==> src/rtl/core/tqle_pkg.sv <==
package tqle_pkg;

    localparam int NUM_STATES_DEF = 8;
    localparam int Q_WIDTH_DEF    = 24;
    localparam int FRAC_BITS_DEF  = 8;

    localparam int RND_W    = 16;
    localparam int REWARD_W = 16;
    localparam int GAIN_W   = 8;
    localparam int CFG_W    = 8;

    localparam logic [2:0]        GOAL_RESET   = 3'd5;
    localparam logic [GAIN_W-1:0] GAIN_RESET   = 8'd205;
    localparam logic [3:0]        ACTIVE_RESET = 4'd6;

    localparam logic [1:0] KIND_WR_REWARD = 2'd0;
    localparam logic [1:0] KIND_STEP      = 2'd1;
    localparam logic [1:0] KIND_QUERY     = 2'd2;
    localparam logic [1:0] KIND_SET_STATE = 2'd3;

    localparam logic [1:0] CFG_GOAL   = 2'd0;
    localparam logic [1:0] CFG_GAIN   = 2'd1;
    localparam logic [1:0] CFG_ACTIVE = 2'd2;

    localparam logic [1:0] SCAN_COUNT = 2'd0;
    localparam logic [1:0] SCAN_FIND  = 2'd1;
    localparam logic [1:0] SCAN_MAX   = 2'd2;
    localparam logic [1:0] SCAN_BEST  = 2'd3;

    typedef struct packed {
        logic [1:0]                 kind;
        logic [2:0]                 state_index;
        logic [2:0]                 action_index;
        logic signed [REWARD_W-1:0] reward_value;
        logic [RND_W-1:0]           action_random;
        logic [RND_W-1:0]           restart_random;
    } tqle_in_t;

    typedef struct packed {
        logic [2:0]  chosen_action;
        logic [2:0]  new_state;
        logic        goal_reached;
        logic        no_action;
        logic [23:0] updated_q;
        logic [2:0]  top_action;
    } tqle_out_t;

    typedef struct packed {
        logic       clr;
        logic       load;
        logic       scan_start;
        logic       scan_run;
        logic [1:0] scan_mode;
        logic       mod_start;
        logic       mod_restart;
        logic       take_pick;
        logic       mul;
        logic       add;
        logic       commit;
        logic       restart;
        logic       wr_reward;
        logic       set_state;
        logic       emit;
        logic       none;
    } tqle_cmd_t;

    typedef struct packed {
        logic       clr_last;
        logic       scan_done;
        logic       count_zero;
        logic       goal_hit;
        logic       row_ok;
        logic       mod_done;
        logic       out_free;
        logic [1:0] kind;
    } tqle_sts_t;

endpackage

==> src/rtl/core/tqle_mod.sv <==
module tqle_mod #(
    parameter int DIV_W = 4
) (
    input  logic                          clk,
    input  logic                          rst_n,
    input  logic                          start,
    input  logic [tqle_pkg::RND_W-1:0]    dividend,
    input  logic [DIV_W-1:0]              divisor,
    output logic                          done,
    output logic [DIV_W-1:0]              rem
);

    localparam int CNT_W = $clog2(tqle_pkg::RND_W + 1);

    logic                       busy_reg, busy_next;
    logic [CNT_W-1:0]           cnt_reg, cnt_next;
    logic [tqle_pkg::RND_W-1:0] dvd_reg, dvd_next;
    logic [DIV_W-1:0]           dvs_reg, dvs_next;
    logic [DIV_W-1:0]           rem_reg, rem_next;
    logic [DIV_W:0]             trial;

    // one quotient bit per cycle, restoring
    always_comb
    begin
        busy_next = busy_reg;
        cnt_next  = cnt_reg;
        dvd_next  = dvd_reg;
        dvs_next  = dvs_reg;
        rem_next  = rem_reg;
        trial     = {rem_reg, dvd_reg[tqle_pkg::RND_W-1]};
        if (start)
        begin
            busy_next = 1'b1;
            cnt_next  = CNT_W'(tqle_pkg::RND_W);
            dvd_next  = dividend;
            dvs_next  = divisor;
            rem_next  = '0;
        end
        else if (busy_reg)
        begin
            dvd_next = dvd_reg << 1;
            if (trial >= {1'b0, dvs_reg})
            begin
                rem_next = DIV_W'(trial - {1'b0, dvs_reg});
            end
            else
            begin
                rem_next = trial[DIV_W-1:0];
            end
            cnt_next = cnt_reg - 1'b1;
            if (cnt_reg == CNT_W'(1))
            begin
                busy_next = 1'b0;
            end
        end
    end

    always_ff @(posedge clk or negedge rst_n)
    begin
        if (!rst_n)
        begin
            busy_reg <= 1'b0;
            cnt_reg  <= '0;
        end
        else
        begin
            busy_reg <= busy_next;
            cnt_reg  <= cnt_next;
        end
    end

    always_ff @(posedge clk)
    begin
        dvd_reg <= dvd_next;
        dvs_reg <= dvs_next;
        rem_reg <= rem_next;
    end

    assign done = !busy_reg;
    assign rem  = rem_reg;

endmodule

==> src/rtl/core/tqle_dp.sv <==
module tqle_dp #(
    parameter int NUM_STATES = tqle_pkg::NUM_STATES_DEF,
    parameter int Q_WIDTH    = tqle_pkg::Q_WIDTH_DEF,
    parameter int FRAC_BITS  = tqle_pkg::FRAC_BITS_DEF
) (
    input  logic                          clk,
    input  logic                          rst_n,
    input  tqle_pkg::tqle_cmd_t           cmd,
    output tqle_pkg::tqle_sts_t           sts,
    input  tqle_pkg::tqle_in_t            item,
    input  logic                          cfg_we,
    input  logic [1:0]                    cfg_index,
    input  logic [tqle_pkg::CFG_W-1:0]    cfg_data,
    output tqle_pkg::tqle_out_t           result,
    output logic                          result_valid,
    input  logic                          result_ready
);

    localparam int SW     = $clog2(NUM_STATES);
    localparam int CW     = $clog2(NUM_STATES + 1);
    localparam int NCELLS = NUM_STATES * NUM_STATES;
    localparam int AW     = $clog2(NCELLS);
    localparam int GW     = (SW > 3) ? SW : 3;
    localparam int PW     = Q_WIDTH + tqle_pkg::GAIN_W;
    localparam int RW     = tqle_pkg::REWARD_W - 1;
    localparam int RSH_W  = RW + FRAC_BITS;
    localparam int SUMW   = ((RSH_W > Q_WIDTH) ? RSH_W : Q_WIDTH) + 1;

    logic [tqle_pkg::REWARD_W-1:0] reward_mem [NCELLS];
    logic [Q_WIDTH-1:0]            q_mem [NCELLS];
    logic [tqle_pkg::REWARD_W-1:0] rw_rd_reg;
    logic [Q_WIDTH-1:0]            q_rd_reg;

    logic [2:0]                  goal_reg, goal_next;
    logic [tqle_pkg::GAIN_W-1:0] gain_reg, gain_next;
    logic [3:0]                  active_reg, active_next;
    logic [SW-1:0]               cur_reg, cur_next;
    logic [AW-1:0]               clr_addr_reg, clr_addr_next;
    logic [CW-1:0]               idx_reg, idx_next;
    logic                        rd_vld_reg, rd_vld_next;
    logic [SW-1:0]               rd_idx_reg, rd_idx_next;
    logic [1:0]                  mode_reg, mode_next;
    logic                        res_vld_reg, res_vld_next;

    tqle_pkg::tqle_in_t          item_reg, item_next;
    tqle_pkg::tqle_out_t         res_reg, res_next;
    logic [SW-1:0]               row_reg, row_next;
    logic [CW-1:0]               count_reg, count_next;
    logic [CW-1:0]               pick_reg, pick_next;
    logic                        found_reg, found_next;
    logic [SW-1:0]               next_reg, next_nxt;
    logic [RW-1:0]               rsel_reg, rsel_next;
    logic [Q_WIDTH-1:0]          maxq_reg, maxq_next;
    logic [SW-1:0]               best_reg, best_next;
    logic [PW-1:0]               prod_reg, prod_next;
    logic [Q_WIDTH-1:0]          qnew_reg, qnew_next;

    logic [CW-1:0]               eff_act;
    logic                        row_ok;
    logic                        col_ok;
    logic                        goal_hit;
    logic                        rd_en;
    logic [AW-1:0]               rd_addr;
    logic                        rw_we;
    logic [AW-1:0]               rw_waddr;
    logic [tqle_pkg::REWARD_W-1:0] rw_wdata;
    logic                        q_we;
    logic [AW-1:0]               q_waddr;
    logic [Q_WIDTH-1:0]          q_wdata;
    logic [SUMW-1:0]             sum;
    logic                        mod_done;
    logic [CW-1:0]               mod_rem;
    logic [CW-1:0]               mod_divisor;
    logic [tqle_pkg::RND_W-1:0]  mod_dividend;
    logic                        is_step;

    function automatic logic [AW-1:0] cell_addr(input logic [SW-1:0] r, input logic [SW-1:0] c);
        cell_addr = AW'(r) * AW'(NUM_STATES) + AW'(c);
    endfunction

    always_comb
    begin
        if (active_reg == 4'd0)
        begin
            eff_act = CW'(1);
        end
        else if (32'(active_reg) >= 32'(NUM_STATES))
        begin
            eff_act = CW'(NUM_STATES);
        end
        else
        begin
            eff_act = CW'(active_reg);
        end
    end

    assign row_ok   = 32'(item_reg.state_index) < 32'(NUM_STATES);
    assign col_ok   = 32'(item_reg.action_index) < 32'(NUM_STATES);
    assign goal_hit = GW'(next_reg) == GW'(goal_reg);
    assign rd_en    = cmd.scan_run && (idx_reg != eff_act);
    assign rd_addr  = cell_addr(row_reg, idx_reg[SW-1:0]);

    assign rw_we    = cmd.clr || (cmd.wr_reward && row_ok && col_ok);
    assign rw_waddr = cmd.clr ? clr_addr_reg
                              : cell_addr(SW'(item_reg.state_index), SW'(item_reg.action_index));
    assign rw_wdata = cmd.clr ? '1 : item_reg.reward_value;
    assign q_we     = cmd.clr || cmd.commit;
    assign q_waddr  = cmd.clr ? clr_addr_reg : cell_addr(cur_reg, next_reg);
    assign q_wdata  = cmd.clr ? '0 : qnew_reg;

    assign sum = SUMW'({rsel_reg, {FRAC_BITS{1'b0}}}) + SUMW'(prod_reg[PW-1:tqle_pkg::GAIN_W]);

    assign mod_dividend = cmd.mod_restart ? item_reg.restart_random : item_reg.action_random;
    assign mod_divisor  = cmd.mod_restart ? eff_act : count_reg;
    assign is_step      = (item_reg.kind == tqle_pkg::KIND_STEP) && !cmd.none;

    tqle_mod #(
        .DIV_W (CW)
    ) u_mod (
        .clk      (clk),
        .rst_n    (rst_n),
        .start    (cmd.mod_start),
        .dividend (mod_dividend),
        .divisor  (mod_divisor),
        .done     (mod_done),
        .rem      (mod_rem)
    );

    always_comb
    begin
        goal_next     = goal_reg;
        gain_next     = gain_reg;
        active_next   = active_reg;
        cur_next      = cur_reg;
        clr_addr_next = clr_addr_reg;
        idx_next      = idx_reg;
        rd_vld_next   = rd_vld_reg;
        rd_idx_next   = rd_idx_reg;
        mode_next     = mode_reg;
        res_vld_next  = res_vld_reg;
        item_next     = item_reg;
        res_next      = res_reg;
        row_next      = row_reg;
        count_next    = count_reg;
        pick_next     = pick_reg;
        found_next    = found_reg;
        next_nxt      = next_reg;
        rsel_next     = rsel_reg;
        maxq_next     = maxq_reg;
        best_next     = best_reg;
        prod_next     = prod_reg;
        qnew_next     = qnew_reg;

        if (cfg_we)
        begin
            case (cfg_index)
                tqle_pkg::CFG_GOAL:   goal_next   = cfg_data[2:0];
                tqle_pkg::CFG_GAIN:   gain_next   = cfg_data;
                tqle_pkg::CFG_ACTIVE: active_next = cfg_data[3:0];
                default: ;
            endcase
        end

        if (cmd.clr)
        begin
            clr_addr_next = clr_addr_reg + AW'(1);
        end

        if (cmd.load)
        begin
            item_next = item;
        end

        if (cmd.scan_start)
        begin
            mode_next   = cmd.scan_mode;
            idx_next    = '0;
            rd_vld_next = 1'b0;
            count_next  = '0;
            found_next  = 1'b0;
            maxq_next   = '0;
            best_next   = '0;
            case (cmd.scan_mode)
                tqle_pkg::SCAN_MAX:  row_next = next_reg;
                tqle_pkg::SCAN_BEST: row_next = SW'(item_reg.state_index);
                default:             row_next = cur_reg;
            endcase
        end

        if (cmd.scan_run)
        begin
            rd_vld_next = rd_en;
            rd_idx_next = idx_reg[SW-1:0];
            if (rd_en)
            begin
                idx_next = idx_reg + CW'(1);
            end
            if (rd_vld_reg)
            begin
                case (mode_reg)
                    tqle_pkg::SCAN_COUNT:
                    begin
                        if (!rw_rd_reg[RW])
                        begin
                            count_next = count_reg + CW'(1);
                        end
                    end
                    tqle_pkg::SCAN_FIND:
                    begin
                        if (!rw_rd_reg[RW] && !found_reg)
                        begin
                            if (pick_reg == '0)
                            begin
                                found_next = 1'b1;
                                next_nxt   = rd_idx_reg;
                                rsel_next  = rw_rd_reg[RW-1:0];
                            end
                            else
                            begin
                                pick_next = pick_reg - CW'(1);
                            end
                        end
                    end
                    tqle_pkg::SCAN_MAX:
                    begin
                        if (!rw_rd_reg[RW] && (q_rd_reg > maxq_reg))
                        begin
                            maxq_next = q_rd_reg;
                        end
                    end
                    default:
                    begin
                        if (q_rd_reg > maxq_reg)
                        begin
                            maxq_next = q_rd_reg;
                            best_next = rd_idx_reg;
                        end
                    end
                endcase
            end
        end

        if (cmd.take_pick)
        begin
            pick_next = mod_rem;
        end

        if (cmd.mul)
        begin
            prod_next = PW'(gain_reg) * PW'(maxq_reg);
        end

        if (cmd.add)
        begin
            if (sum > SUMW'({Q_WIDTH{1'b1}}))
            begin
                qnew_next = '1;
            end
            else
            begin
                qnew_next = sum[Q_WIDTH-1:0];
            end
        end

        if (cmd.commit && !goal_hit)
        begin
            cur_next = next_reg;
        end

        if (cmd.restart)
        begin
            cur_next = SW'(mod_rem);
        end

        if (cmd.set_state && row_ok)
        begin
            cur_next = SW'(item_reg.state_index);
        end

        if (result_ready)
        begin
            res_vld_next = 1'b0;
        end
        if (cmd.emit)
        begin
            res_vld_next           = 1'b1;
            res_next.chosen_action = is_step ? 3'(next_reg) : 3'd0;
            res_next.new_state     = 3'(cur_reg);
            res_next.goal_reached  = is_step && goal_hit;
            res_next.no_action     = cmd.none;
            res_next.updated_q     = is_step ? 24'(qnew_reg) : 24'd0;
            res_next.top_action    = ((item_reg.kind == tqle_pkg::KIND_QUERY) && row_ok)
                                     ? 3'(best_reg) : 3'd0;
        end
    end

    always_ff @(posedge clk or negedge rst_n)
    begin
        if (!rst_n)
        begin
            goal_reg     <= tqle_pkg::GOAL_RESET;
            gain_reg     <= tqle_pkg::GAIN_RESET;
            active_reg   <= tqle_pkg::ACTIVE_RESET;
            cur_reg      <= '0;
            clr_addr_reg <= '0;
            idx_reg      <= '0;
            rd_vld_reg   <= 1'b0;
            mode_reg     <= tqle_pkg::SCAN_COUNT;
            res_vld_reg  <= 1'b0;
        end
        else
        begin
            goal_reg     <= goal_next;
            gain_reg     <= gain_next;
            active_reg   <= active_next;
            cur_reg      <= cur_next;
            clr_addr_reg <= clr_addr_next;
            idx_reg      <= idx_next;
            rd_vld_reg   <= rd_vld_next;
            mode_reg     <= mode_next;
            res_vld_reg  <= res_vld_next;
        end
    end

    always_ff @(posedge clk)
    begin
        rd_idx_reg <= rd_idx_next;
        item_reg   <= item_next;
        res_reg    <= res_next;
        row_reg    <= row_next;
        count_reg  <= count_next;
        pick_reg   <= pick_next;
        found_reg  <= found_next;
        next_reg   <= next_nxt;
        rsel_reg   <= rsel_next;
        maxq_reg   <= maxq_next;
        best_reg   <= best_next;
        prod_reg   <= prod_next;
        qnew_reg   <= qnew_next;
    end

    always_ff @(posedge clk)
    begin
        if (rw_we)
        begin
            reward_mem[rw_waddr] <= rw_wdata;
        end
        if (q_we)
        begin
            q_mem[q_waddr] <= q_wdata;
        end
        if (rd_en)
        begin
            rw_rd_reg <= reward_mem[rd_addr];
            q_rd_reg  <= q_mem[rd_addr];
        end
    end

    assign sts.clr_last   = clr_addr_reg == AW'(NCELLS - 1);
    assign sts.scan_done  = (idx_reg == eff_act) && !rd_vld_reg;
    assign sts.count_zero = count_reg == '0;
    assign sts.goal_hit   = goal_hit;
    assign sts.row_ok     = row_ok;
    assign sts.mod_done   = mod_done;
    assign sts.out_free   = !res_vld_reg || result_ready;
    assign sts.kind       = item_reg.kind;

    assign result       = res_reg;
    assign result_valid = res_vld_reg;

endmodule

==> src/rtl/core/tqle_ctrl.sv <==
module tqle_ctrl (
    input  logic                clk,
    input  logic                rst_n,
    input  logic                item_valid,
    output logic                item_ready,
    input  tqle_pkg::tqle_sts_t sts,
    output tqle_pkg::tqle_cmd_t cmd
);

    localparam logic [3:0] S_CLEAR     = 4'd0;
    localparam logic [3:0] S_IDLE      = 4'd1;
    localparam logic [3:0] S_DECODE    = 4'd2;
    localparam logic [3:0] S_SCAN_BEST = 4'd3;
    localparam logic [3:0] S_SCAN_CNT  = 4'd4;
    localparam logic [3:0] S_MOD_PICK  = 4'd5;
    localparam logic [3:0] S_SCAN_FIND = 4'd6;
    localparam logic [3:0] S_SCAN_MAX  = 4'd7;
    localparam logic [3:0] S_MUL       = 4'd8;
    localparam logic [3:0] S_ADD       = 4'd9;
    localparam logic [3:0] S_COMMIT    = 4'd10;
    localparam logic [3:0] S_MOD_RST   = 4'd11;
    localparam logic [3:0] S_EMIT      = 4'd12;
    localparam logic [3:0] S_EMIT_NONE = 4'd13;

    logic [3:0] state_reg, state_next;

    always_comb
    begin
        state_next = state_reg;
        cmd        = '0;
        case (state_reg)
            S_CLEAR:
            begin
                cmd.clr = 1'b1;
                if (sts.clr_last)
                begin
                    state_next = S_IDLE;
                end
            end
            S_IDLE:
            begin
                if (item_valid)
                begin
                    cmd.load   = 1'b1;
                    state_next = S_DECODE;
                end
            end
            S_DECODE:
            begin
                case (sts.kind)
                    tqle_pkg::KIND_WR_REWARD:
                    begin
                        cmd.wr_reward = 1'b1;
                        state_next    = S_EMIT;
                    end
                    tqle_pkg::KIND_SET_STATE:
                    begin
                        cmd.set_state = 1'b1;
                        state_next    = S_EMIT;
                    end
                    tqle_pkg::KIND_QUERY:
                    begin
                        if (sts.row_ok)
                        begin
                            cmd.scan_start = 1'b1;
                            cmd.scan_mode  = tqle_pkg::SCAN_BEST;
                            state_next     = S_SCAN_BEST;
                        end
                        else
                        begin
                            state_next = S_EMIT;
                        end
                    end
                    default:
                    begin
                        cmd.scan_start = 1'b1;
                        cmd.scan_mode  = tqle_pkg::SCAN_COUNT;
                        state_next     = S_SCAN_CNT;
                    end
                endcase
            end
            S_SCAN_BEST:
            begin
                cmd.scan_run = 1'b1;
                if (sts.scan_done)
                begin
                    state_next = S_EMIT;
                end
            end
            S_SCAN_CNT:
            begin
                cmd.scan_run = 1'b1;
                if (sts.scan_done)
                begin
                    if (sts.count_zero)
                    begin
                        state_next = S_EMIT_NONE;
                    end
                    else
                    begin
                        cmd.mod_start = 1'b1;
                        state_next    = S_MOD_PICK;
                    end
                end
            end
            S_MOD_PICK:
            begin
                if (sts.mod_done)
                begin
                    cmd.take_pick  = 1'b1;
                    cmd.scan_start = 1'b1;
                    cmd.scan_mode  = tqle_pkg::SCAN_FIND;
                    state_next     = S_SCAN_FIND;
                end
            end
            S_SCAN_FIND:
            begin
                cmd.scan_run = 1'b1;
                if (sts.scan_done)
                begin
                    cmd.scan_run   = 1'b0;
                    cmd.scan_start = 1'b1;
                    cmd.scan_mode  = tqle_pkg::SCAN_MAX;
                    state_next     = S_SCAN_MAX;
                end
            end
            S_SCAN_MAX:
            begin
                cmd.scan_run = 1'b1;
                if (sts.scan_done)
                begin
                    state_next = S_MUL;
                end
            end
            S_MUL:
            begin
                cmd.mul    = 1'b1;
                state_next = S_ADD;
            end
            S_ADD:
            begin
                cmd.add    = 1'b1;
                state_next = S_COMMIT;
            end
            S_COMMIT:
            begin
                cmd.commit = 1'b1;
                if (sts.goal_hit)
                begin
                    cmd.mod_start   = 1'b1;
                    cmd.mod_restart = 1'b1;
                    state_next      = S_MOD_RST;
                end
                else
                begin
                    state_next = S_EMIT;
                end
            end
            S_MOD_RST:
            begin
                if (sts.mod_done)
                begin
                    cmd.restart = 1'b1;
                    state_next  = S_EMIT;
                end
            end
            S_EMIT:
            begin
                if (sts.out_free)
                begin
                    cmd.emit   = 1'b1;
                    state_next = S_IDLE;
                end
            end
            S_EMIT_NONE:
            begin
                if (sts.out_free)
                begin
                    cmd.emit   = 1'b1;
                    cmd.none   = 1'b1;
                    state_next = S_IDLE;
                end
            end
            default:
            begin
                state_next = S_IDLE;
            end
        endcase
    end

    always_ff @(posedge clk or negedge rst_n)
    begin
        if (!rst_n)
        begin
            state_reg <= S_CLEAR;
        end
        else
        begin
            state_reg <= state_next;
        end
    end

    assign item_ready = state_reg == S_IDLE;

endmodule

==> src/rtl/core/tabular_q_learning_engine_top.sv <==
// channel   direction  handshake                  payload
// item      in         item_valid / item_ready    item (tqle_in_t)
// result    out        result_valid / result_ready result (tqle_out_t)
// cfg       in         cfg_valid / cfg_ready      cfg_index, cfg_data
//
// after reset both tables are swept, cell by cell, before the first item
// reward write, set state: decode, then emit; query: one row scan (A = active states)
// learning step: three row scans (count, find, max) of A cells through the single table
// read port, with a pass of the bit-serial modulo unit before the find scan and one more
// for the restart when the goal is hit; with no allowed action it ends after the count scan
// a finished result waits in the output register while the next item is taken in
module tabular_q_learning_engine_top #(
    parameter int NUM_STATES = tqle_pkg::NUM_STATES_DEF,
    parameter int Q_WIDTH    = tqle_pkg::Q_WIDTH_DEF,
    parameter int FRAC_BITS  = tqle_pkg::FRAC_BITS_DEF
) (
    input  logic                       clk,
    input  logic                       rst_n,
    input  logic                       item_valid,
    output logic                       item_ready,
    input  tqle_pkg::tqle_in_t         item,
    output logic                       result_valid,
    input  logic                       result_ready,
    output tqle_pkg::tqle_out_t        result,
    input  logic                       cfg_valid,
    output logic                       cfg_ready,
    input  logic [1:0]                 cfg_index,
    input  logic [tqle_pkg::CFG_W-1:0] cfg_data
);

    tqle_pkg::tqle_cmd_t cmd;
    tqle_pkg::tqle_sts_t sts;

    assign cfg_ready = 1'b1;

    tqle_ctrl u_ctrl (
        .clk        (clk),
        .rst_n      (rst_n),
        .item_valid (item_valid),
        .item_ready (item_ready),
        .sts        (sts),
        .cmd        (cmd)
    );

    tqle_dp #(
        .NUM_STATES (NUM_STATES),
        .Q_WIDTH    (Q_WIDTH),
        .FRAC_BITS  (FRAC_BITS)
    ) u_dp (
        .clk          (clk),
        .rst_n        (rst_n),
        .cmd          (cmd),
        .sts          (sts),
        .item         (item),
        .cfg_we       (cfg_valid && cfg_ready),
        .cfg_index    (cfg_index),
        .cfg_data     (cfg_data),
        .result       (result),
        .result_valid (result_valid),
        .result_ready (result_ready)
    );

    a_one_item_at_a_time: assert property (@(posedge clk) disable iff (!rst_n)
        item_valid && item_ready |=> !item_ready)
        else $error("item taken while another is in work");

    a_state_in_range: assert property (@(posedge clk) disable iff (!rst_n)
        result_valid |-> (NUM_STATES >= 8) || (32'(result.new_state) < 32'(NUM_STATES)))
        else $error("new state out of range");

    a_no_action_clean: assert property (@(posedge clk) disable iff (!rst_n)
        result_valid && result.no_action |-> !result.goal_reached
            && (result.updated_q == 24'd0) && (result.chosen_action == 3'd0))
        else $error("no-action result carries step data");

endmodule
==> config.mk <==
export PLATFORM = sky130hd
export DESIGN_NAME = tabular_q_learning_engine_top
export DESIGN_NICKNAME = d
export VERILOG_FILES = /design/src/rtl/core/tqle_pkg.sv /design/src/rtl/core/tqle_mod.sv /design/src/rtl/core/tqle_dp.sv /design/src/rtl/core/tqle_ctrl.sv /design/src/rtl/core/tabular_q_learning_engine_top.sv
export SDC_FILE = /design/constraint.sdc
export NUM_CORES = 2
export LEC_CHECK = 0
export BUFFER_PORTS_ARGS = -buffer_cell sky130_fd_sc_hd__buf_2
export CELL_PAD_IN_SITES_DETAIL_PLACEMENT = 1
export CELL_PAD_IN_SITES_GLOBAL_PLACEMENT = 2
export CORE_UTILIZATION = 45
export CTS_CLUSTER_SIZE = 24
export DETAILED_ROUTE_END_ITERATION = 7
export PLACE_DENSITY_LB_ADDON = 0.05
export RECOVER_POWER = 100
export SLEW_MARGIN = 20
export SYNTH_ARGS = -nofsm -noshare
export SYNTH_HDL_FRONTEND = slang
export SYNTH_SLANG_ARGS = --single-unit
==> constraint.sdc <==
create_clock -name clk -period 7.4 [get_ports clk]
set_input_delay 2.22 -clock clk [delete_from_list [all_inputs] [get_ports clk]]
set_output_delay 2.22 -clock clk [all_outputs]
set_load 0.03 [all_outputs]
### Yosys cells after proc, flatten, opt, wreduce, memory -nomap -nowiden

Memory sizes are Yosys's and may differ from the RTL's. A register that Yosys moved wholly into a read port is not among the register bits.
Index checks and enable logic that the tools add are counted.

* logic and storage cells: 234
* bits in registers: 273
* input bits: 71
* output and inout port bits: 38
* bits in writable memories: 2560
* memories: 2

* $mul: 1
* reductions and logical operators: 42
* add/sub/neg operators: 10
* $lt $le $gt $ge: 4
* muxes and demuxes: 100
* equal/unequal tests: 37

Memory list
* u_dp.q_mem: words 64, bits a word 24, read ports 1, clocked after memory_dff 1, wr ports 1, line tqle_dp.sv:30 `logic [Q_WIDTH-1:0] q_mem [NCELLS];`
* u_dp.reward_mem: words 64, bits a word 16, read ports 1, clocked after memory_dff 1, wr ports 1, line tqle_dp.sv:29 `logic [tqle_pkg::REWARD_W-1:0] reward_mem [NCELLS];`

Operators by type and width (count)
* $mux 24: 6
* $mux 4: 29
* $mux 16: 4
* $pmux 4 s13: 1
* $pmux 24 s2: 1
* $mux 1: 35
* $mul 8x24->32: 1
* $mux 3: 9
* $add 23x24->25: 1
* $gt 25x24->1 const B: 1
* $eq 4x4->1 const B: 6
* $gt 24x24->1: 1
* $add 6x3->6: 3
* $ne 2x2->1 const B: 9
* $eq 4x3->1 const B: 4
* $logic_not 4->1: 4
* $reduce_bool 2->1: 7
* $eq 2x2->1 const B: 6
* $mux 6: 2
* $mux 5: 2
* $reduce_and 5->1: 2
* $reduce_and 9->1: 1
* $add 4x1->4 const B: 2
* $eq 4x2->1 const B: 2
* 28 further kinds: 55

### Longest topological paths before layout

* word-level depth: 13
* mapped depth: 19
* depth with buffers taken out: 17

### Modules after synthesis

Synthesis repeated with hierarchy kept, for this count alone.

* cell total of the unflattened synthesis: 5547
* area total of the unflattened synthesis: 116879.6 um^2

Modules (own cells, without submodules)
* tqle_dp: cells an instance 5330, times used 1, sequential area each 84542.3 um^2, area each 114742.5 um^2
* tqle_mod: cells an instance 118, times used 1, sequential area each 830.8 um^2, area each 1493.9 um^2
* tqle_ctrl: cells an instance 97, times used 1, sequential area each 100.1 um^2, area each 631.9 um^2
* tabular_q_learning_engine_top: cells an instance 2, times used 1, sequential area each 0.0 um^2, area each 11.3 um^2

### Least setup slack after synthesis

Ideal clock, no wire load.

* kind: reg2reg
* start point: register u_dp.gain_reg[3] (netlist name)
* end point: register u_dp.prod_reg[30], data pin
* data arrival time: 4666 ps
* slack: 2461 ps
* required time: 7126 ps
* path buffers: 1
* cell stages (with the launch flop): 17
* clock period less this slack: 4939 ps
* setup time: 274 ps
* path through: dfstp_2 -> clkbuf_1 -> and2_1 -> fa_1 -> fa_1 -> fa_1 -> inv_1 -> fa_1 -> inv_1 -> ha_1 -> nand2_1 -> or3_1 -> o221ai_1 -> a21o_1 -> o31ai_1 -> o41ai_1 -> xor2_1

* longest elaborated chain between the ends: 1

Ends and longest elaborated chain
* start: declaration: line tqle_dp.sv:35 `logic [tqle_pkg::GAIN_W-1:0] gain_reg, gain_next;`
* start signal: assignment: line tqle_dp.sv:302 `gain_reg <= tqle_pkg::GAIN_RESET;`
* start signal: assignment: line tqle_dp.sv:314 `gain_reg <= gain_next;`
* $mul 8x24->32: line tqle_dp.sv:250 `prod_next = PW'(gain_reg) * PW'(maxq_reg);`
* end signal: assignment: line tqle_dp.sv:338 `prod_reg <= prod_next;`
* end: declaration: line tqle_dp.sv:55 `logic [PW-1:0] prod_reg, prod_next;`

No other way between the ends.
A chain may end at the register's enable or synchronous reset.

### Worst setup path after layout

* start point: register u_ctrl.state_reg[1]
* end point: memory u_dp.q_mem[44][7] (netlist name) (enable)

* longest elaborated chain between the ends: 5
* elaborated cells between the ends (all ways): 8
* classes of those cells: eq/ne (1); mux (5); reduce/logical (2)

Ends and longest elaborated chain
* start: declaration: line tqle_ctrl.sv:25 `logic [3:0] state_reg, state_next;`
* start signal: assignment: line tqle_ctrl.sv:199 `state_reg <= state_next;`
* $eq 4x4->1 or $logic_not 4->1 (tied branches): line tqle_ctrl.sv:31 `case (state_reg)`
* $mux 1: line tqle_ctrl.sv:31
* $logic_or 1x1->1: line tqle_dp.sv:107 `assign q_we = cmd.clr || cmd.commit;`
* $mux 1: line tqle_dp.sv:348 `if (q_we)`
* $mux 1 (implied by the code): line tqle_dp.sv:350 `q_mem[q_waddr] <= q_wdata;`
* end: declaration: line tqle_dp.sv:30

Several ways; a longest one is shown, not always the timed one.

==> flow_results.xml <==
<?xml version="1.0" encoding="UTF-8"?>
<metrics>
  <group name="run_status">
    <metric name="outcome" unit="">finished with violations</metric>
    <metric name="failed_checks" unit="">capacitance limit, slew limit</metric>
  </group>
  <group name="global_route">
    <metric name="largest_net_degree_at_the_start_of_global_routing" unit="">88</metric>
    <metric name="first_global_vias" unit="">62119</metric>
    <metric name="grt_pass1_wl" unit="mm">477</metric>
    <metric name="grt_usage" unit="">0.257</metric>
    <metric name="globalRoute.totalOverflow" unit="">0</metric>
    <metric name="initial_antenna_violation_count" unit="">25</metric>
  </group>
  <group name="sta">
    <metric name="max_slew_margin" unit="">-2.00</metric>
    <metric name="finalMaxSlewViolations" unit="">3167</metric>
    <metric name="setup_skew_after_layout" unit="ns">0.0801</metric>
    <metric name="postLayoutSetupSlackWorst" unit="ns">1.03</metric>
    <metric name="finalHoldViolCount" unit="">0</metric>
    <metric name="report.final.setup_viol" unit="">0</metric>
    <metric name="setup-tns-final" unit="ns">0</metric>
    <metric name="timing_worst_slew_pin_value" unit="ns">4.51</metric>
    <metric name="final_period_minus_worst_setup_slack" unit="ns">6.37</metric>
    <metric name="rsz_0062_raised_after_global_routing" unit="">no</metric>
    <metric name="period_share" unit="">0.861</metric>
    <metric name="max_clock_freq" unit="GHz">0.157</metric>
  </group>
  <group name="layout">
    <metric name="area.growth.synth_to_final" unit="%">13.0</metric>
    <metric name="multi_input_area" unit="mm2">0.0304</metric>
    <metric name="finalNetCount" unit="">6607</metric>
    <metric name="layoutNonFillerInstCount" unit="">9947</metric>
    <metric name="fillerInstances" unit="">23117</metric>
    <metric name="seqCellArea" unit="mm2">0.0855</metric>
    <metric name="largest_reg_flops" unit="">1536</metric>
    <metric name="final_layout_size_suffix_gt1_frac" unit="">0.226</metric>
  </group>
  <group name="logic_synthesis">
    <metric name="synth-edff-count" unit="">2787</metric>
    <metric name="synth_sequential_area_ratio" unit="">0.727</metric>
    <metric name="synth_flop_cell" unit="">sky130_fd_sc_hd__edfxtp_1</metric>
    <metric name="yosys.cell_types.count" unit="">68</metric>
    <metric name="postSynthNetCount" unit="">6228</metric>
    <metric name="synth_seq_cells" unit="">2865</metric>
    <metric name="synth_warnings" unit="">0</metric>
    <metric name="synthArstFlopShare" unit="">0.0147</metric>
    <metric name="post_synth_inst_count" unit="">5920</metric>
    <metric name="cell_area_after_synthesis" unit="mm2">0.118</metric>
    <metric name="synthesis.area_per_instance" unit="um2">19.8</metric>
  </group>
  <group name="pwr">
    <metric name="vdd.ir_drop.worst" unit="mV">0.626</metric>
    <metric name="power.combinational.fraction" unit="">0.227</metric>
    <metric name="power_switching" unit="mW">12.3</metric>
    <metric name="pwr_density_cell" unit="mW/mm2">323</metric>
    <metric name="p_int" unit="mW">30.6</metric>
    <metric name="cellLeakagePower" unit="nW">35.3</metric>
    <metric name="share_clk_of_total_power" unit="">0.350</metric>
    <metric name="power_frac_seq" unit="">0.423</metric>
    <metric name="switching_share" unit="">0.287</metric>
  </group>
  <group name="hold_path">
    <metric name="worst_hold_path.num_cells" unit="">0</metric>
    <metric name="min_from" unit="">u_dp.rw_rd_reg[7]</metric>
    <metric name="timing.hold.worst.class" unit="">reg -&gt; reg</metric>
  </group>
  <group name="critical_path">
    <metric name="crit_path_cell_trace" unit="">nor4_1 -&gt; buf_4 -&gt; clkbuf_1 -&gt; nand3b_1 -&gt; o21ai_0 -&gt; nand2_1 -&gt; nor2_1 -&gt; clkbuf_1</metric>
    <metric name="ff2ff_path_depth" unit="">8</metric>
    <metric name="critical_path_arrival" unit="ns">6.79</metric>
    <metric name="crit_family" unit="">buffers and inverters</metric>
    <metric name="crit_path_top_delay_cell" unit="">sky130_fd_sc_hd__clkbuf_1</metric>
    <metric name="crit_fanout" unit="">29</metric>
    <metric name="cp.required" unit="ns">7.82</metric>
    <metric name="cp_slowest_stage_delay" unit="ns">1.24</metric>
    <metric name="worstSetupPathDepth" unit="">8</metric>
    <metric name="setup.worst_path.class" unit="">reg -&gt; reg</metric>
    <metric name="worstSetupEndpointType" unit="">register</metric>
    <metric name="worst-path-buf-inv" unit="">3</metric>
    <metric name="critPathLaunch" unit="">u_ctrl.state_reg[1]</metric>
    <metric name="crit_path_top_cell_by_count" unit="">sky130_fd_sc_hd__clkbuf_1</metric>
    <metric name="setup_crit_start_kind" unit="">register</metric>
    <metric name="worstReg2RegStart" unit="">u_ctrl.state_reg[1]</metric>
  </group>
  <group name="placement">
    <metric name="detailedPlace.worstSlack" unit="ns">1.83</metric>
    <metric name="portBuffers" unit="">107</metric>
    <metric name="hpwl" unit="mm">201</metric>
    <metric name="gp_congestion" unit="">0.789</metric>
    <metric name="post-place-cells" unit="">9371</metric>
  </group>
  <group name="route">
    <metric name="avgViaCountPerCell" unit="">6.02</metric>
    <metric name="detailroute.via_count" unit="">59904</metric>
    <metric name="detail_route_antenna_nets" unit="">0</metric>
    <metric name="drc_errors" unit="">0</metric>
    <metric name="detail_route.first_pass.iterations" unit="">7</metric>
    <metric name="wirelength" unit="mm">338</metric>
    <metric name="dr_iter_0_viols" unit="">6424</metric>
    <metric name="detail_route.wl_per_cell" unit="um">34.0</metric>
  </group>
  <group name="die">
    <metric name="floorplan.die_area" unit="mm2">0.263</metric>
    <metric name="initial_utilization" unit="">0.452</metric>
    <metric name="rows" unit="">187</metric>
    <metric name="design.portCount" unit="">109</metric>
    <metric name="coreArea" unit="mm2">0.260</metric>
    <metric name="die_width" unit="um">513</metric>
    <metric name="chipHeight" unit="um">513</metric>
  </group>
  <group name="cts">
    <metric name="tritoncts_clock_tree" unit="">built</metric>
    <metric name="cts_setup_buffers" unit="">0</metric>
    <metric name="insertion_delay" unit="ns">0.89</metric>
    <metric name="cts-hold-fix-buffers" unit="">0</metric>
    <metric name="number_of_h_tree_branching_levels" unit="">5</metric>
    <metric name="clk_sink_count" unit="">2865</metric>
    <metric name="tritoncts.num_buffers" unit="">317</metric>
    <metric name="cts_repair_resizes" unit="">0</metric>
    <metric name="max-clock-path-buffers" unit="">4</metric>
    <metric name="clock_tree.root_cell" unit="">sky130_fd_sc_hd__clkbuf_16</metric>
    <metric name="cts.reportedPaths.clkPinSlew" unit="ns">0.06</metric>
  </group>
  <group name="run">
    <metric name="max_cap_violations" unit="">98</metric>
  </group>
</metrics>
==> cell type report <==
type | count | share of cell area
timing repair buffer | 361 | 0.0167
tap | 3402 | 0.0321
multi-input combinational | 2581 | 0.229
antenna | 9 | 0.000170
sequential | 2865 | 0.644
inverter | 173 | 0.00493
clock buffer | 408 | 0.0634
clock inverter | 148 | 0.00976
==> layer usage <==
metal	vias to the layer above	track usage	share of wire
met2	1894	0.400	0.46
met1	32911	0.389	0.46
met3	412	0.0329	0.058
li1	24683	-	-
met5	-	0	0.000095
met4	4	0.0523	0.022
==> layout by cell type (no fill, tap or decap), types with 38 or more instances in the layout <==
| cell type | n |
|---|---|
| sky130_fd_sc_hd__ha_1 | 104 |
| sky130_fd_sc_hd__clkbuf_16 | 322 |
| sky130_fd_sc_hd__nor2_1 | 128 |
| sky130_fd_sc_hd__mux4_2 | 690 |
| sky130_fd_sc_hd__a21oi_1 | 139 |
| sky130_fd_sc_hd__buf_2 | 62 |
| sky130_fd_sc_hd__nand2_1 | 195 |
| sky130_fd_sc_hd__mux2_2 | 41 |
| sky130_fd_sc_hd__nor2b_1 | 51 |
| sky130_fd_sc_hd__a211oi_1 | 58 |
| sky130_fd_sc_hd__nand4_1 | 39 |
| sky130_fd_sc_hd__buf_4 | 84 |
| sky130_fd_sc_hd__and2_1 | 163 |
| sky130_fd_sc_hd__o21ai_0 | 118 |
| sky130_fd_sc_hd__edfxtp_1 | 2787 |
| sky130_fd_sc_hd__mux2i_1 | 161 |
| sky130_fd_sc_hd__clkinv_2 | 41 |
| sky130_fd_sc_hd__fa_1 | 133 |
| sky130_fd_sc_hd__nor2_2 | 41 |
| sky130_fd_sc_hd__clkbuf_1 | 245 |
| sky130_fd_sc_hd__clkinv_1 | 68 |
| sky130_fd_sc_hd__inv_1 | 169 |
| sky130_fd_sc_hd__nor2_4 | 38 |
| sky130_fd_sc_hd__o221ai_1 | 45 |
==> synth_stat cells, types with 7 or more instances <==
master | number | area share
sky130_fd_sc_hd__nand2_1 | 196 | 0.0063
sky130_fd_sc_hd__xor2_1 | 27 | 0.0020
sky130_fd_sc_hd__xnor2_1 | 26 | 0.0019
sky130_fd_sc_hd__nand3_1 | 33 | 0.0014
sky130_fd_sc_hd__a211oi_1 | 60 | 0.0038
sky130_fd_sc_hd__dfrtp_1 | 33 | 0.0070
sky130_fd_sc_hd__clkbuf_1 | 148 | 0.0047
sky130_fd_sc_hd__fa_1 | 133 | 0.023
sky130_fd_sc_hd__buf_1 | 23 | 0.00073
sky130_fd_sc_hd__nand4_1 | 39 | 0.0021
sky130_fd_sc_hd__mux2i_1 | 161 | 0.014
sky130_fd_sc_hd__mux2_2 | 42 | 0.0040
sky130_fd_sc_hd__and2_1 | 195 | 0.010
sky130_fd_sc_hd__buf_6 | 22 | 0.0021
sky130_fd_sc_hd__a2111oi_0 | 12 | 0.00089
sky130_fd_sc_hd__nand2b_1 | 34 | 0.0018
sky130_fd_sc_hd__a211o_1 | 7 | 0.00052
sky130_fd_sc_hd__ha_1 | 104 | 0.011
sky130_fd_sc_hd__a21oi_1 | 139 | 0.0059
sky130_fd_sc_hd__buf_4 | 34 | 0.0022
sky130_fd_sc_hd__mux4_2 | 690 | 0.13
sky130_fd_sc_hd__dfstp_2 | 9 | 0.0020
sky130_fd_sc_hd__and3_1 | 7 | 0.00037
sky130_fd_sc_hd__buf_2 | 71 | 0.0030
sky130_fd_sc_hd__nor3_1 | 27 | 0.0011
sky130_fd_sc_hd__inv_1 | 171 | 0.0055
sky130_fd_sc_hd__o21ai_1 | 11 | 0.00047
sky130_fd_sc_hd__nor2b_1 | 76 | 0.0040
sky130_fd_sc_hd__or2_2 | 21 | 0.0011
sky130_fd_sc_hd__o21ai_0 | 118 | 0.0050
sky130_fd_sc_hd__edfxtp_1 | 2787 | 0.71
sky130_fd_sc_hd__o21a_1 | 10 | 0.00064
sky130_fd_sc_hd__o221ai_1 | 45 | 0.0034
sky130_fd_sc_hd__a21o_1 | 24 | 0.0015
sky130_fd_sc_hd__nand3b_1 | 13 | 0.00083
sky130_fd_sc_hd__nor2_1 | 207 | 0.0066
sky130_fd_sc_hd__o211ai_1 | 11 | 0.00070
sky130_fd_sc_hd__dfxtp_1 | 36 | 0.0061
sky130_fd_sc_hd__o31ai_1 | 34 | 0.0022
sky130_fd_sc_hd__a31oi_1 | 8 | 0.00043
sky130_fd_sc_hd__o22ai_1 | 20 | 0.0011
==> cells by family (layout without fill, tap and decap cells) <==
logic type	count (synthesis)	in the layout	synth area share
flops	2865	2865	0.727
mux	893	893	0.150
simple gates	868	868	0.0375
compound gates	529	529	0.0288
buf+inv	474	1090	0.0187
fa+ha+maj	237	237	0.0337
xor+xnor	53	53	0.00395
other cells	1	10	0.0000319
==> metrics by stage <==
step / util / instance area, um2 / hold slack, ns / power, mW
2_1_floorplan: - / 118000 / 0.400 / 25.6
3_3_place_gp: 0.476 / 124000 / 0.406 / 28.1
3_5_place_dp: 0.476 / 124000 / 0.406 / 28.2
4_1_cts: 0.513 / 133000 / 0.423 / 43.2
5_1_grt: 0.511 / 133000 / 0.434 / 44.9
6_report: 0.511 / 133000 / 0.422 / 42.9
==> final timing paths <==
kind | endpoint | slack [ns]
min | u_dp.rsel_reg[7] | 0.42
min reg2reg | u_dp.rsel_reg[7] | 0.42
max | u_dp.q_mem[44][7] | 1.03
max in group asynchronous | u_dp.gain_reg[1] | 3.13
min in group asynchronous | u_dp.u_mod.cnt_reg[0] | 2.50
max reg2reg | u_dp.q_mem[44][7] | 1.03
==> power groups by stage <==
stage | registers [mW] | logic, mW | clock network [mW]
final | 18.2 | 9.75 | 15.0
after global routing | 18.1 | 10.9 | 15.8
after CTS | 18.2 | 9.79 | 15.3
after detailed placement | 18.5 | 9.71 | 0
after global placement | 18.5 | 9.62 | 0
after floorplan | 18.4 | 7.20 | 0
No activity file was read; power rests on OpenSTA's default activity.
